--- config.mk ---
export PLATFORM = sky130hd
export DESIGN_NAME = hysteretic_grip_ramp
export DESIGN_NICKNAME = d
export VERILOG_FILES = /design/src/rtl/hgr_pkg.sv /design/src/rtl/hgr_speed.sv /design/src/rtl/hgr_servo.sv /design/src/rtl/hysteretic_grip_ramp.sv
export VERILOG_INCLUDE_DIRS = /design/src /design/src/rtl
export SDC_FILE = /design/constraint.sdc
export NUM_CORES = 1
export LEC_CHECK = 0
export BUFFER_PORTS_ARGS = -buffer_cell sky130_fd_sc_hd__buf_4
export CORE_MARGIN = 2
export CORE_UTILIZATION = 56
export DETAILED_ROUTE_END_ITERATION = 7
export GPL_TIMING_DRIVEN = 0
export PLACE_DENSITY = 0.85
export SLEW_MARGIN = 25
export SYNTH_ARGS = -nofsm -noshare
export SYNTH_HDL_FRONTEND = slang
export SYNTH_SLANG_ARGS = --single-unit
export TNS_END_PERCENT = 100
--- constraint.sdc ---
create_clock -name clk -period 9.62 [get_ports clk]
set_input_delay 1.443 -clock clk [delete_from_list [all_inputs] [get_ports clk]]
set_output_delay 1.443 -clock clk [all_outputs]
set_load 0.01 [all_outputs]
--- src/rtl/hysteretic_grip_ramp_macros.svh ---
// assertion macros shared by the rtl files
// each macro expects signals named clk and rst_n in the enclosing module
`ifndef HYSTERETIC_GRIP_RAMP_MACROS_SVH
`define HYSTERETIC_GRIP_RAMP_MACROS_SVH

`ifndef SYNTHESIS

// same-cycle implication
`define HGR_ASSERT_IMP(label, ante, cons) \
  label: assert property (@(posedge clk) disable iff (!rst_n) (ante) |-> (cons)) \
    else $error("hgr assertion failed");

// next-cycle implication
`define HGR_ASSERT_NXT(label, ante, cons) \
  label: assert property (@(posedge clk) disable iff (!rst_n) (ante) |=> (cons)) \
    else $error("hgr assertion failed");

`else

`define HGR_ASSERT_IMP(label, ante, cons)
`define HGR_ASSERT_NXT(label, ante, cons)

`endif

`endif

--- src/rtl/hgr_pkg.sv ---
package hgr_pkg;

  // hand state codes
  localparam logic [1:0] MODE_OPEN    = 2'd0;
  localparam logic [1:0] MODE_CLOSING = 2'd1;
  localparam logic [1:0] MODE_OPENING = 2'd2;
  localparam logic [1:0] MODE_HOLDING = 2'd3;

  // fixed opening step, one degree (256 units of 1/256 degree) per update
  localparam logic [15:0] OPEN_STEP = 16'd256;

  // angle reset values (hand fully open)
  localparam logic [15:0] CLOSE_ANGLE_RST = 16'd0;
  localparam logic [15:0] OPEN_ANGLE_RST  = 16'd46080;

  // register indexes on the config port
  localparam logic [2:0] REG_ENGAGE       = 3'd0;
  localparam logic [2:0] REG_RELEASE      = 3'd1;
  localparam logic [2:0] REG_GAIN         = 3'd2;
  localparam logic [2:0] REG_STEP_CAP     = 3'd3;
  localparam logic [2:0] REG_CLOSE_OPEN   = 3'd4;
  localparam logic [2:0] REG_CLOSE_CLOSED = 3'd5;
  localparam logic [2:0] REG_OPEN_OPEN    = 3'd6;
  localparam logic [2:0] REG_OPEN_CLOSED  = 3'd7;

  // settings used by the step stage
  typedef struct packed {
    logic [15:0] engage_thr;
    logic [15:0] release_thr;
    logic [15:0] speed_gain;
    logic [15:0] step_cap;
  } hgr_rate_cfg_t;

  // servo angle limits
  typedef struct packed {
    logic [15:0] close_open;
    logic [15:0] close_closed;
    logic [15:0] open_open;
    logic [15:0] open_closed;
  } hgr_limit_t;

  // move command from the step stage to the servo stage
  typedef struct packed {
    logic [1:0]  mode;
    logic [15:0] step;
  } hgr_cmd_t;

endpackage

--- src/rtl/hgr_speed.sv ---
module hgr_speed (
  input  logic                  clk,
  input  logic                  rst_n,
  input  logic                  in_valid,
  output logic                  in_stall,
  input  logic [15:0]           in_signal_ratio,
  input  hgr_pkg::hgr_rate_cfg_t rate_cfg,
  output logic                  cmd_valid,
  output hgr_pkg::hgr_cmd_t     cmd,
  input  logic                  cmd_ready
);
  import hgr_pkg::*;

  logic        a_valid_r;
  logic [15:0] ratio_r;
  logic        cmd_valid_r;
  hgr_cmd_t    cmd_r;
  hgr_cmd_t    cmd_nxt;
  logic        a_ready;
  logic        b_ready;
  logic [15:0] diff;
  logic [31:0] prod;
  logic [23:0] raw_speed;
  logic [15:0] speed;

  // stage flow control
  assign b_ready  = !cmd_valid_r || cmd_ready;
  assign a_ready  = !a_valid_r || b_ready;
  assign in_stall = !a_ready;

  // closing speed: excess ratio times gain, capped
  assign diff      = ratio_r - rate_cfg.engage_thr;
  assign prod      = diff * rate_cfg.speed_gain;
  assign raw_speed = prod[31:8];
  assign speed     = (raw_speed > {8'd0, rate_cfg.step_cap}) ? rate_cfg.step_cap
                                                              : raw_speed[15:0];

  // hysteresis decision, closing test first
  always_comb begin
    priority if (ratio_r > rate_cfg.engage_thr) begin
      cmd_nxt.mode = MODE_CLOSING;
      cmd_nxt.step = speed;
    end else if (ratio_r < rate_cfg.release_thr) begin
      cmd_nxt.mode = MODE_OPENING;
      cmd_nxt.step = OPEN_STEP;
    end else begin
      cmd_nxt.mode = MODE_HOLDING;
      cmd_nxt.step = 16'd0;
    end
  end

  // stage valid bits
  always_ff @(posedge clk) begin
    if (!rst_n) begin
      a_valid_r   <= 1'b0;
      cmd_valid_r <= 1'b0;
    end else begin
      if (a_ready) begin
        a_valid_r <= in_valid;
      end
      if (b_ready) begin
        cmd_valid_r <= a_valid_r;
      end
    end
  end

  // stage payload
  always_ff @(posedge clk) begin
    if (a_ready && in_valid) begin
      ratio_r <= in_signal_ratio;
    end
    if (b_ready && a_valid_r) begin
      cmd_r <= cmd_nxt;
    end
  end

  assign cmd_valid = cmd_valid_r;
  assign cmd       = cmd_r;

endmodule

--- src/rtl/hgr_servo.sv ---
`include "hysteretic_grip_ramp_macros.svh"

module hgr_servo (
  input  logic               clk,
  input  logic               rst_n,
  input  logic               cmd_valid,
  input  hgr_pkg::hgr_cmd_t  cmd,
  output logic               cmd_ready,
  input  hgr_pkg::hgr_limit_t limits,
  output logic               out_valid,
  input  logic               out_stall,
  output logic [1:0]         out_hand_state,
  output logic [15:0]        out_close_servo_angle,
  output logic [15:0]        out_open_servo_angle,
  output logic               out_angles_written
);
  import hgr_pkg::*;

  logic        out_valid_r;
  logic [1:0]  hand_state_r;
  logic        written_r;
  logic [15:0] close_angle_r;
  logic [15:0] open_angle_r;
  logic [15:0] close_angle_nxt;
  logic [15:0] open_angle_nxt;
  logic        written_nxt;
  logic        out_ready;
  logic        fire;

  // add, then clamp from above
  function automatic logic [15:0] sat_add_min(input logic [15:0] a, input logic [15:0] step,
                                              input logic [15:0] limit);
    logic [16:0] sum;
    sum = {1'b0, a} + {1'b0, step};
    return (sum < {1'b0, limit}) ? sum[15:0] : limit;
  endfunction

  // subtract, then clamp from below
  function automatic logic [15:0] sat_sub_max(input logic [15:0] a, input logic [15:0] step,
                                              input logic [15:0] limit);
    logic [16:0] diff;
    diff = {1'b0, a} - {1'b0, step};
    if (diff[16]) begin
      return limit;
    end
    return (diff[15:0] > limit) ? diff[15:0] : limit;
  endfunction

  assign out_ready = !out_valid_r || !out_stall;
  assign cmd_ready = out_ready;
  assign fire      = cmd_valid && out_ready;

  // angle update
  always_comb begin
    unique case (cmd.mode)
      MODE_CLOSING: begin
        close_angle_nxt = sat_add_min(close_angle_r, cmd.step, limits.close_closed);
        open_angle_nxt  = sat_sub_max(open_angle_r, cmd.step, limits.open_closed);
      end
      MODE_OPENING: begin
        close_angle_nxt = sat_sub_max(close_angle_r, cmd.step, limits.close_open);
        open_angle_nxt  = sat_add_min(open_angle_r, cmd.step, limits.open_open);
      end
      default: begin
        close_angle_nxt = close_angle_r;
        open_angle_nxt  = open_angle_r;
      end
    endcase
  end

  assign written_nxt = (cmd.mode == MODE_CLOSING) || (cmd.mode == MODE_OPENING);

  // angle state doubles as the result register
  always_ff @(posedge clk) begin
    if (!rst_n) begin
      out_valid_r   <= 1'b0;
      close_angle_r <= CLOSE_ANGLE_RST;
      open_angle_r  <= OPEN_ANGLE_RST;
    end else begin
      if (out_ready) begin
        out_valid_r <= cmd_valid;
      end
      if (fire) begin
        close_angle_r <= close_angle_nxt;
        open_angle_r  <= open_angle_nxt;
      end
    end
  end

  // result flags
  always_ff @(posedge clk) begin
    if (fire) begin
      hand_state_r <= cmd.mode;
      written_r    <= written_nxt;
    end
  end

  assign out_valid             = out_valid_r;
  assign out_hand_state        = hand_state_r;
  assign out_close_servo_angle = close_angle_r;
  assign out_open_servo_angle  = open_angle_r;
  assign out_angles_written    = written_r;

  // holding leaves both angles alone
  `HGR_ASSERT_NXT(a_hold_keeps_angles, fire && (cmd.mode == MODE_HOLDING), $stable(close_angle_r) && $stable(open_angle_r))
  // closing never passes the closed limits
  `HGR_ASSERT_NXT(a_close_within_limits, fire && (cmd.mode == MODE_CLOSING), (close_angle_r <= $past(limits.close_closed)) && (open_angle_r >= $past(limits.open_closed)))
  // opening never passes the open limits
  `HGR_ASSERT_NXT(a_open_within_limits, fire && (cmd.mode == MODE_OPENING), (close_angle_r >= $past(limits.close_open)) && (open_angle_r <= $past(limits.open_open)))

endmodule

--- src/rtl/hysteretic_grip_ramp.sv ---
// channel  | handshake                          | payload
// ---------+------------------------------------+---------------------------------------
// input    | in_valid / in_stall                | in_signal_ratio
// result   | out_valid / out_stall              | out_hand_state, out_close_servo_angle,
//          |                                    | out_open_servo_angle, out_angles_written
// config   | psel, penable, pwrite, pready      | paddr, pwdata, prdata
//
// one item per cycle sustained while out_stall is low
// stages: input register, step register (multiplier and cap), angle/result register
// the next item sees the angles left by the previous one with no bubble
// reset: settings to their defaults, angles to the fully open position, pipeline empty
// out_stall holds the result; in_stall rises only once all three stages are full
`include "hysteretic_grip_ramp_macros.svh"

module hysteretic_grip_ramp (
  input  logic        clk,
  input  logic        rst_n,
  input  logic        in_valid,
  output logic        in_stall,
  input  logic [15:0] in_signal_ratio,
  output logic        out_valid,
  input  logic        out_stall,
  output logic [1:0]  out_hand_state,
  output logic [15:0] out_close_servo_angle,
  output logic [15:0] out_open_servo_angle,
  output logic        out_angles_written,
  input  logic        psel,
  input  logic        penable,
  input  logic        pwrite,
  input  logic [4:0]  paddr,
  input  logic [31:0] pwdata,
  output logic [31:0] prdata,
  output logic        pready
);
  import hgr_pkg::*;

  logic [15:0]   engage_r;
  logic [15:0]   release_r;
  logic [15:0]   gain_r;
  logic [15:0]   step_cap_r;
  logic [15:0]   close_open_r;
  logic [15:0]   close_closed_r;
  logic [15:0]   open_open_r;
  logic [15:0]   open_closed_r;
  logic [2:0]    reg_idx;
  logic          cfg_wr;
  logic [15:0]   rd_val;
  hgr_rate_cfg_t rate_cfg;
  hgr_limit_t    limits;
  logic          cmd_valid;
  hgr_cmd_t      cmd;
  logic          cmd_ready;

  assign pready  = 1'b1;
  assign reg_idx = paddr[4:2];
  assign cfg_wr  = psel && penable && pwrite && pready;

  // config register writes
  always_ff @(posedge clk) begin
    if (!rst_n) begin
      engage_r       <= 16'd384;
      release_r      <= 16'd307;
      gain_r         <= 16'd1707;
      step_cap_r     <= 16'd2560;
      close_open_r   <= 16'd0;
      close_closed_r <= 16'd23040;
      open_open_r    <= 16'd46080;
      open_closed_r  <= 16'd23040;
    end else if (cfg_wr) begin
      unique case (reg_idx)
        REG_ENGAGE:       engage_r       <= pwdata[15:0];
        REG_RELEASE:      release_r      <= pwdata[15:0];
        REG_GAIN:         gain_r         <= pwdata[15:0];
        REG_STEP_CAP:     step_cap_r     <= pwdata[15:0];
        REG_CLOSE_OPEN:   close_open_r   <= pwdata[15:0];
        REG_CLOSE_CLOSED: close_closed_r <= pwdata[15:0];
        REG_OPEN_OPEN:    open_open_r    <= pwdata[15:0];
        REG_OPEN_CLOSED:  open_closed_r  <= pwdata[15:0];
      endcase
    end
  end

  // config readback
  always_comb begin
    unique case (reg_idx)
      REG_ENGAGE:       rd_val = engage_r;
      REG_RELEASE:      rd_val = release_r;
      REG_GAIN:         rd_val = gain_r;
      REG_STEP_CAP:     rd_val = step_cap_r;
      REG_CLOSE_OPEN:   rd_val = close_open_r;
      REG_CLOSE_CLOSED: rd_val = close_closed_r;
      REG_OPEN_OPEN:    rd_val = open_open_r;
      REG_OPEN_CLOSED:  rd_val = open_closed_r;
    endcase
  end

  assign prdata = {16'd0, rd_val};

  assign rate_cfg.engage_thr  = engage_r;
  assign rate_cfg.release_thr = release_r;
  assign rate_cfg.speed_gain  = gain_r;
  assign rate_cfg.step_cap    = step_cap_r;

  assign limits.close_open   = close_open_r;
  assign limits.close_closed = close_closed_r;
  assign limits.open_open    = open_open_r;
  assign limits.open_closed  = open_closed_r;

  // ratio register and step computation
  hgr_speed u_speed (
    .clk             (clk),
    .rst_n           (rst_n),
    .in_valid        (in_valid),
    .in_stall        (in_stall),
    .in_signal_ratio (in_signal_ratio),
    .rate_cfg        (rate_cfg),
    .cmd_valid       (cmd_valid),
    .cmd             (cmd),
    .cmd_ready       (cmd_ready)
  );

  // angle update and result register
  hgr_servo u_servo (
    .clk                   (clk),
    .rst_n                 (rst_n),
    .cmd_valid             (cmd_valid),
    .cmd                   (cmd),
    .cmd_ready             (cmd_ready),
    .limits                (limits),
    .out_valid             (out_valid),
    .out_stall             (out_stall),
    .out_hand_state        (out_hand_state),
    .out_close_servo_angle (out_close_servo_angle),
    .out_open_servo_angle  (out_open_servo_angle),
    .out_angles_written    (out_angles_written)
  );

  // angles are reported as written exactly when the hand state is not holding
  `HGR_ASSERT_IMP(a_written_matches_state, out_valid, out_angles_written == (out_hand_state != MODE_HOLDING))

endmodule

After elaboration in Yosys (flattened, before gate mapping)
Index checks and enable logic that the tools add are counted.

cells by class
  $add $sub $neg = 5
  $mul = 1
  $lt $le $gt $ge = 7
  equal/unequal tests = 9
  mux-type cells = 18
  reduce and logical (&&, ||, !) cells = 25

operator list
  operator              count
  $mux W16              10
  $pmux W16 S8          1
  $pmux W16 S2          2
  $gt A16 B16 Y1        3
  $add A16 B16 Y17      2
  $lt A17 B16 Y1        2
  $sub A16 B16 Y17      2
  $mul A16 B16 Y32      1
  $gt A24 B16 Y1        1
  $reduce_and A2 Y1     9
  $mux W17              1
  $lt A16 B16 Y1        1
  $sub A16 B16 Y16      1
  $eq A3 B3 Y1 const B  4
  $eq A3 B2 Y1 const B  2
  $logic_and A1 B1 Y1   5
  $logic_not A1 Y1      5
  $logic_or A1 B1 Y1    4
  $mux W1               4
  $eq A3 B1 Y1 const B  1
  $logic_not A3 Y1      1
  $eq A2 B1 Y1 const B  1
  $eq A2 B2 Y1 const B  1
  $reduce_bool A2 Y1    1

word-level totals
  bits in registers = 200

Depth between registers and ports, before layout
  depth in word-level cells = 5
  depth in mapped cells = 44

Modules after synthesis
Synthesis repeated with hierarchy kept, for this count alone.

unflattened totals
  cells, all modules = 2976
  area, all modules = 24378.4 µm²

by module, submodules not included
  module                times used  cells an instance  area each (µm²)  sequential area each (µm²)
  hgr_speed             1           1344               11654.9          1061.0
  hgr_servo             1           857                6613.8           750.7
  hysteretic_grip_ramp  1           775                6109.6           2562.5

Worst setup path before layout
No wires, ideal clock.

  path type = register to register
  from = register engage_r[1]
  to = register u_speed.cmd_r (netlist bit u_speed.cmd[4]) (data pin)
  arrival = 9.584 ns
  setup slack = -0.241 ns
  cell stages (with the launch flop) = 41
  path buffers = 2
  path through = dfxtp_1 > inv_1 > ha_1 > nor2b_1 > o21ai_0 > a21boi_0 > o21ai_0 > a21boi_0 > o21ai_0 > a31oi_1 > a41oi_1 > o311a_1 > clkbuf_1 > nand2_1 > fa_1 > fa_1 > inv_1 > fa_1 > (+5 left out) > ha_1 > a21o_1 > a21oi_1 > o21ai_0 > a31oi_1 > and2_1 > o21ai_0 > xnor2_1 > ha_1 > nand4_1 > nor4_1 > or3_1 > o22a_1 > o2111ai_1 > a2111o_1 > buf_2 > o21ai_0 > a21oi_1

on the way
  word-level cells in the longest chain between the ends = 5

RTL lines
  element                   RTL line                    text
  start: declaration        hysteretic_grip_ramp.sv:37  logic [15:0] engage_r;
  start signal: assignment  hysteretic_grip_ramp.sv:71  REG_ENGAGE: engage_r <= pwdata[15:0];
  $sub A16 B16 Y16          hgr_speed.sv:32             assign diff = ratio_r - rate_cfg.engage_thr;
  $mul A16 B16 Y32          hgr_speed.sv:33             assign prod = diff * rate_cfg.speed_gain;
  $gt A24 B16 Y1            hgr_speed.sv:35             assign speed = (raw_speed > {8'd0, rate_cfg.step_cap}) ? rate_cfg.step_cap
  $mux W16                  hgr_speed.sv:35
  $mux W16 (*)              hgr_speed.sv:40             priority if (ratio_r > rate_cfg.engage_thr) begin
  end signal: assignment    hgr_speed.sv:73             cmd_r <= cmd_nxt;
  end: declaration          hgr_speed.sv:17             hgr_cmd_t cmd_r;

Every way passes the cells marked *; elsewhere a longest branch is shown, timed or not.
A chain may end at the register's enable or synchronous reset.

Worst setup path after layout
  from = register u_speed.ratio_r[1]
  to = register u_speed.cmd_r (netlist bit u_speed.cmd[7]) (data pin)

on the way
  word-level cells in the longest chain between the ends = 5

RTL lines
  element                   RTL line         text
  start: declaration        hgr_speed.sv:15  logic [15:0] ratio_r;
  start signal: assignment  hgr_speed.sv:70  ratio_r <= in_signal_ratio;
  $sub A16 B16 Y16          hgr_speed.sv:32
  $mul A16 B16 Y32          hgr_speed.sv:33
  $gt A24 B16 Y1            hgr_speed.sv:35
  $mux W16                  hgr_speed.sv:35
  $mux W16 (*)              hgr_speed.sv:40

Marked as above.

==> out/metrics.yaml <==
syn_inst: 2986
multi_input_area_sq_um: 18000
clk_latency_ns: 0.47
fin_worst_skew_ns: 0.01244
numCtsBuffers: 17
dp_hpwl_um: 65040
ff2ff_setup_slack_ns: -0.39
drv_cap: 0
placementRows: 75
area_growth_syn_to_layout_pct: 14.29
cp_slowest_stage_delay_ns: 0.62
crit_type: "register to register"
hp-class: "register to register"
hold_end: "engage_r[2]"
grt_pass1_wl_um: 128600
synthDistinctLibCells: 80
cts_num_sinks: 200
syn_avg_cell_area_sq_um: 8.044
cts-htree-levels: 4
regToRegEndpoint: "u_speed.cmd[7]"
synth-seq-cells: 200
port_buffers: 76
ff2ff_path_depth: 40
whs_path_depth: 2
r2r-start: "u_speed.ratio_r[1]"
async_reset_ff_frac: 0
die_w_um: 211.1
drive_gt1_frac: 0.1197
layout_min_cycle_time_ns: 10.01
postCtsHoldBufs: 0
syn-cell-area_sq_um: 24020
first_iter_violations: 3561
worst_pin_slew_ns: 1.109
ys_seq_area_frac: 0.1821
setup_violations: 16
yosysWarnings: 0
rsz0062_at_grt: "yes"
grt_pass1_vias: 22550
hold_start: "engage_r[2]"
ios: 130
maxSlewViolCount: 0
core_sq_um: 42130
cts_tree: "yes"
arrival_ns: 10.20
end_kind: "register"
synth_edf_count: 37
yosys_most_used_dff: "dfxtp_1"
vias_per_cell: 6.384
drtPass1Iterations: 8
root_buffer: "clkbuf_16"
grt_usage: 0.3782
start_kind: "register"
failed_checks: "DRC, setup timing"
cp_max_fo: 8
period_share: 1.040
die_h_um: 211.1
drc: 14
layout.area.seq_sq_um: 4378
wl_um: 86350
grt_max_degree: 19
vias: 23790
place_congestion: 1.022
crit_required_ns: 9.81
nets: 3704
cp_common_cell: "fa_1"
fp.dieArea_sq_um: 44570
routedWlPerCell_um: 23.17
fmax_mhz: 99.91
fill_cells: 3286
worst_slack_ns: -0.3885
antenna_left: 0
antenna_found_initial: 4
cts_buffer_depth: 2
final_hold_viol_count: 0
grt-ovfl-total: 0
clk_pin_slew_worst_paths_ns: 0.08
initial_core_util: 0.5701
slowest_stage: "fa_1"
fin_util: 0.6516
outcome: "finished, violations left"
slew_headroom: 0.2609
## layout by cell type (no fill, tap or decap), drive strengths merged, types with 22 or more instances in the layout
cell type / n
edfxtp: 37
nand3: 52
and2: 71
buf: 204
inv: 425
nor3: 40
ha: 275
a21o: 34
o21ai: 99
mux2i: 60
a31oi: 35
nand2b: 29
nor2b: 40
xor2: 22
clkbuf: 166
fa: 198
nor2: 102
nand2: 490
o211ai: 28
dfxtp: 163
a211oi: 30
xnor2: 57
a21oi: 222
## cell usage after synthesis, types with 5 or more instances
cell type / number / share of area
a2111oi_0: 7 / 0.0026
a211o_1: 6 / 0.0022
a211oi_1: 29 / 0.0091
a21boi_0: 5 / 0.0016
a21o_1: 34 / 0.011
a21oi_1: 222 / 0.046
a221o_1: 6 / 0.0025
a221oi_1: 19 / 0.0069
a22o_1: 12 / 0.0044
a311oi_1: 6 / 0.0022
a31oi_1: 35 / 0.0091
and2_1: 71 / 0.018
and3_1: 10 / 0.0026
buf_1: 9 / 0.0014
buf_4: 34 / 0.011
clkbuf_1: 152 / 0.024
dfxtp_1: 163 / 0.14
edfxtp_1: 37 / 0.046
fa_1: 198 / 0.17
ha_1: 275 / 0.14
inv_1: 421 / 0.066
mux2_2: 8 / 0.0038
mux2i_1: 60 / 0.025
mux4_2: 6 / 0.0056
nand2_1: 490 / 0.077
nand2b_1: 29 / 0.0076
nand3_1: 52 / 0.011
nand4_1: 21 / 0.0055
nand4b_1: 5 / 0.0018
nor2_1: 102 / 0.016
nor2b_1: 40 / 0.010
nor3_1: 40 / 0.0083
nor3b_1: 21 / 0.0066
nor4_1: 8 / 0.0021
o211ai_1: 27 / 0.0084
o21a_1: 16 / 0.0050
o21ai_0: 96 / 0.020
o21bai_1: 17 / 0.0053
o221ai_1: 10 / 0.0036
o22ai_1: 18 / 0.0047
o311ai_0: 13 / 0.0047
o31ai_1: 6 / 0.0019
or3_1: 9 / 0.0023
xnor2_1: 57 / 0.021
xor2_1: 22 / 0.0080
## flip-flops by register name, summed over array words and instances (netlist names)
register                       count
u_servo.out_valid                  1
open_closed_r                     16
u_servo.out_open_servo_angle      16
engage_r                          16
close_closed_r                    16
step_cap_r                        16
u_speed.ratio_r                   16
u_servo.out_close_servo_angle     16
gain_r                            16
u_speed.cmd                       18
u_servo.out_angles_written         1
u_speed.a_valid_r                  1
u_speed.cmd_valid                  1
release_r                         16
open_open_r                       16
close_open_r                      16
u_servo.out_hand_state             2
## critical path, delay by kind of cell (launching register included)
kind                     cells  cell delay [ns]
flip-flops                   1             0.47
adder cells (fa/ha/maj)      9             3.67
AO/OA/AOI/OAI               17             3.12
AND/OR/NAND/NOR              5             0.88
buffers and inverters        7             1.07
XOR/XNOR                     2             0.48
## cell type report
class,instances,share of cell area
multi-input cells,2180,0.6556
flip-flops and latches,200,0.1595
inverters,422,0.05770
repair buffers,151,0.04517
plain buffers,199,0.03669
well taps,539,0.02457
clock buffers,20,0.01627
clock inverters,12,0.004239
diodes,3,0.0002735
## worst max-delay path by stage
stage                       startpoint        endpoint  slack (ns)  cells past startpoint
floorplan           u_speed.ratio_r[2]  u_speed.cmd[4]        0.02                     39
global placement           engage_r[1]  u_speed.cmd[7]       -2.09                     44
detailed placement         engage_r[1]  u_speed.cmd[7]       -2.33                     44
CTS                 u_speed.ratio_r[0]  u_speed.cmd[7]       -0.13                     39
global route        u_speed.ratio_r[1]  u_speed.cmd[7]       -0.62                     40
finish              u_speed.ratio_r[1]  u_speed.cmd[7]       -0.39                     40
## cell families after synthesis
logic type	synth area share
other cells	0.0003126
xor+xnor	0.02880
buf+inv	0.1026
mux	0.03438
compound gates	0.1702
flops	0.1821
fa+ha+maj	0.3083
simple gates	0.1734
## per-stage QoR
step           hold WS, ns  TNS [ns]  instances  setup slack (ns)  instance area, sq um
6_report            0.4603    -5.428       3726           -0.3885                 27450
5_1_grt             0.4776    -9.113       3726           -0.6246                 27450
4_1_cts             0.4578    -1.782       3699           -0.1322                 27080
3_5_place_dp        0.4479    -35.00       3618            -2.330                 25380
3_3_place_gp        0.4411    -31.19       3616            -2.093                 25340
2_1_floorplan       0.4264         0       3001           0.02377                 24100
## per-layer routing
metal	up-vias	track usage	part of all wire
li1	10320	-	-
met1	11190	0.4773	0.36
met2	1834	0.5818	0.44
met3	442	0.08742	0.13
met4	2	0.2467	0.079
met5	-	0	0.00015
## what timing repair did
action / 4_1_cts / 5_1_grt
buffers inserted: 48 / 24
setup endpoints to repair: 16 / 16
gates resized for setup: 176 / 49
pin swaps: 113 / 70
cloned: 1 / 0
Power is not shown: default switching activity piles up to over one toggle a cycle in this logic, so the estimate is an artifact.
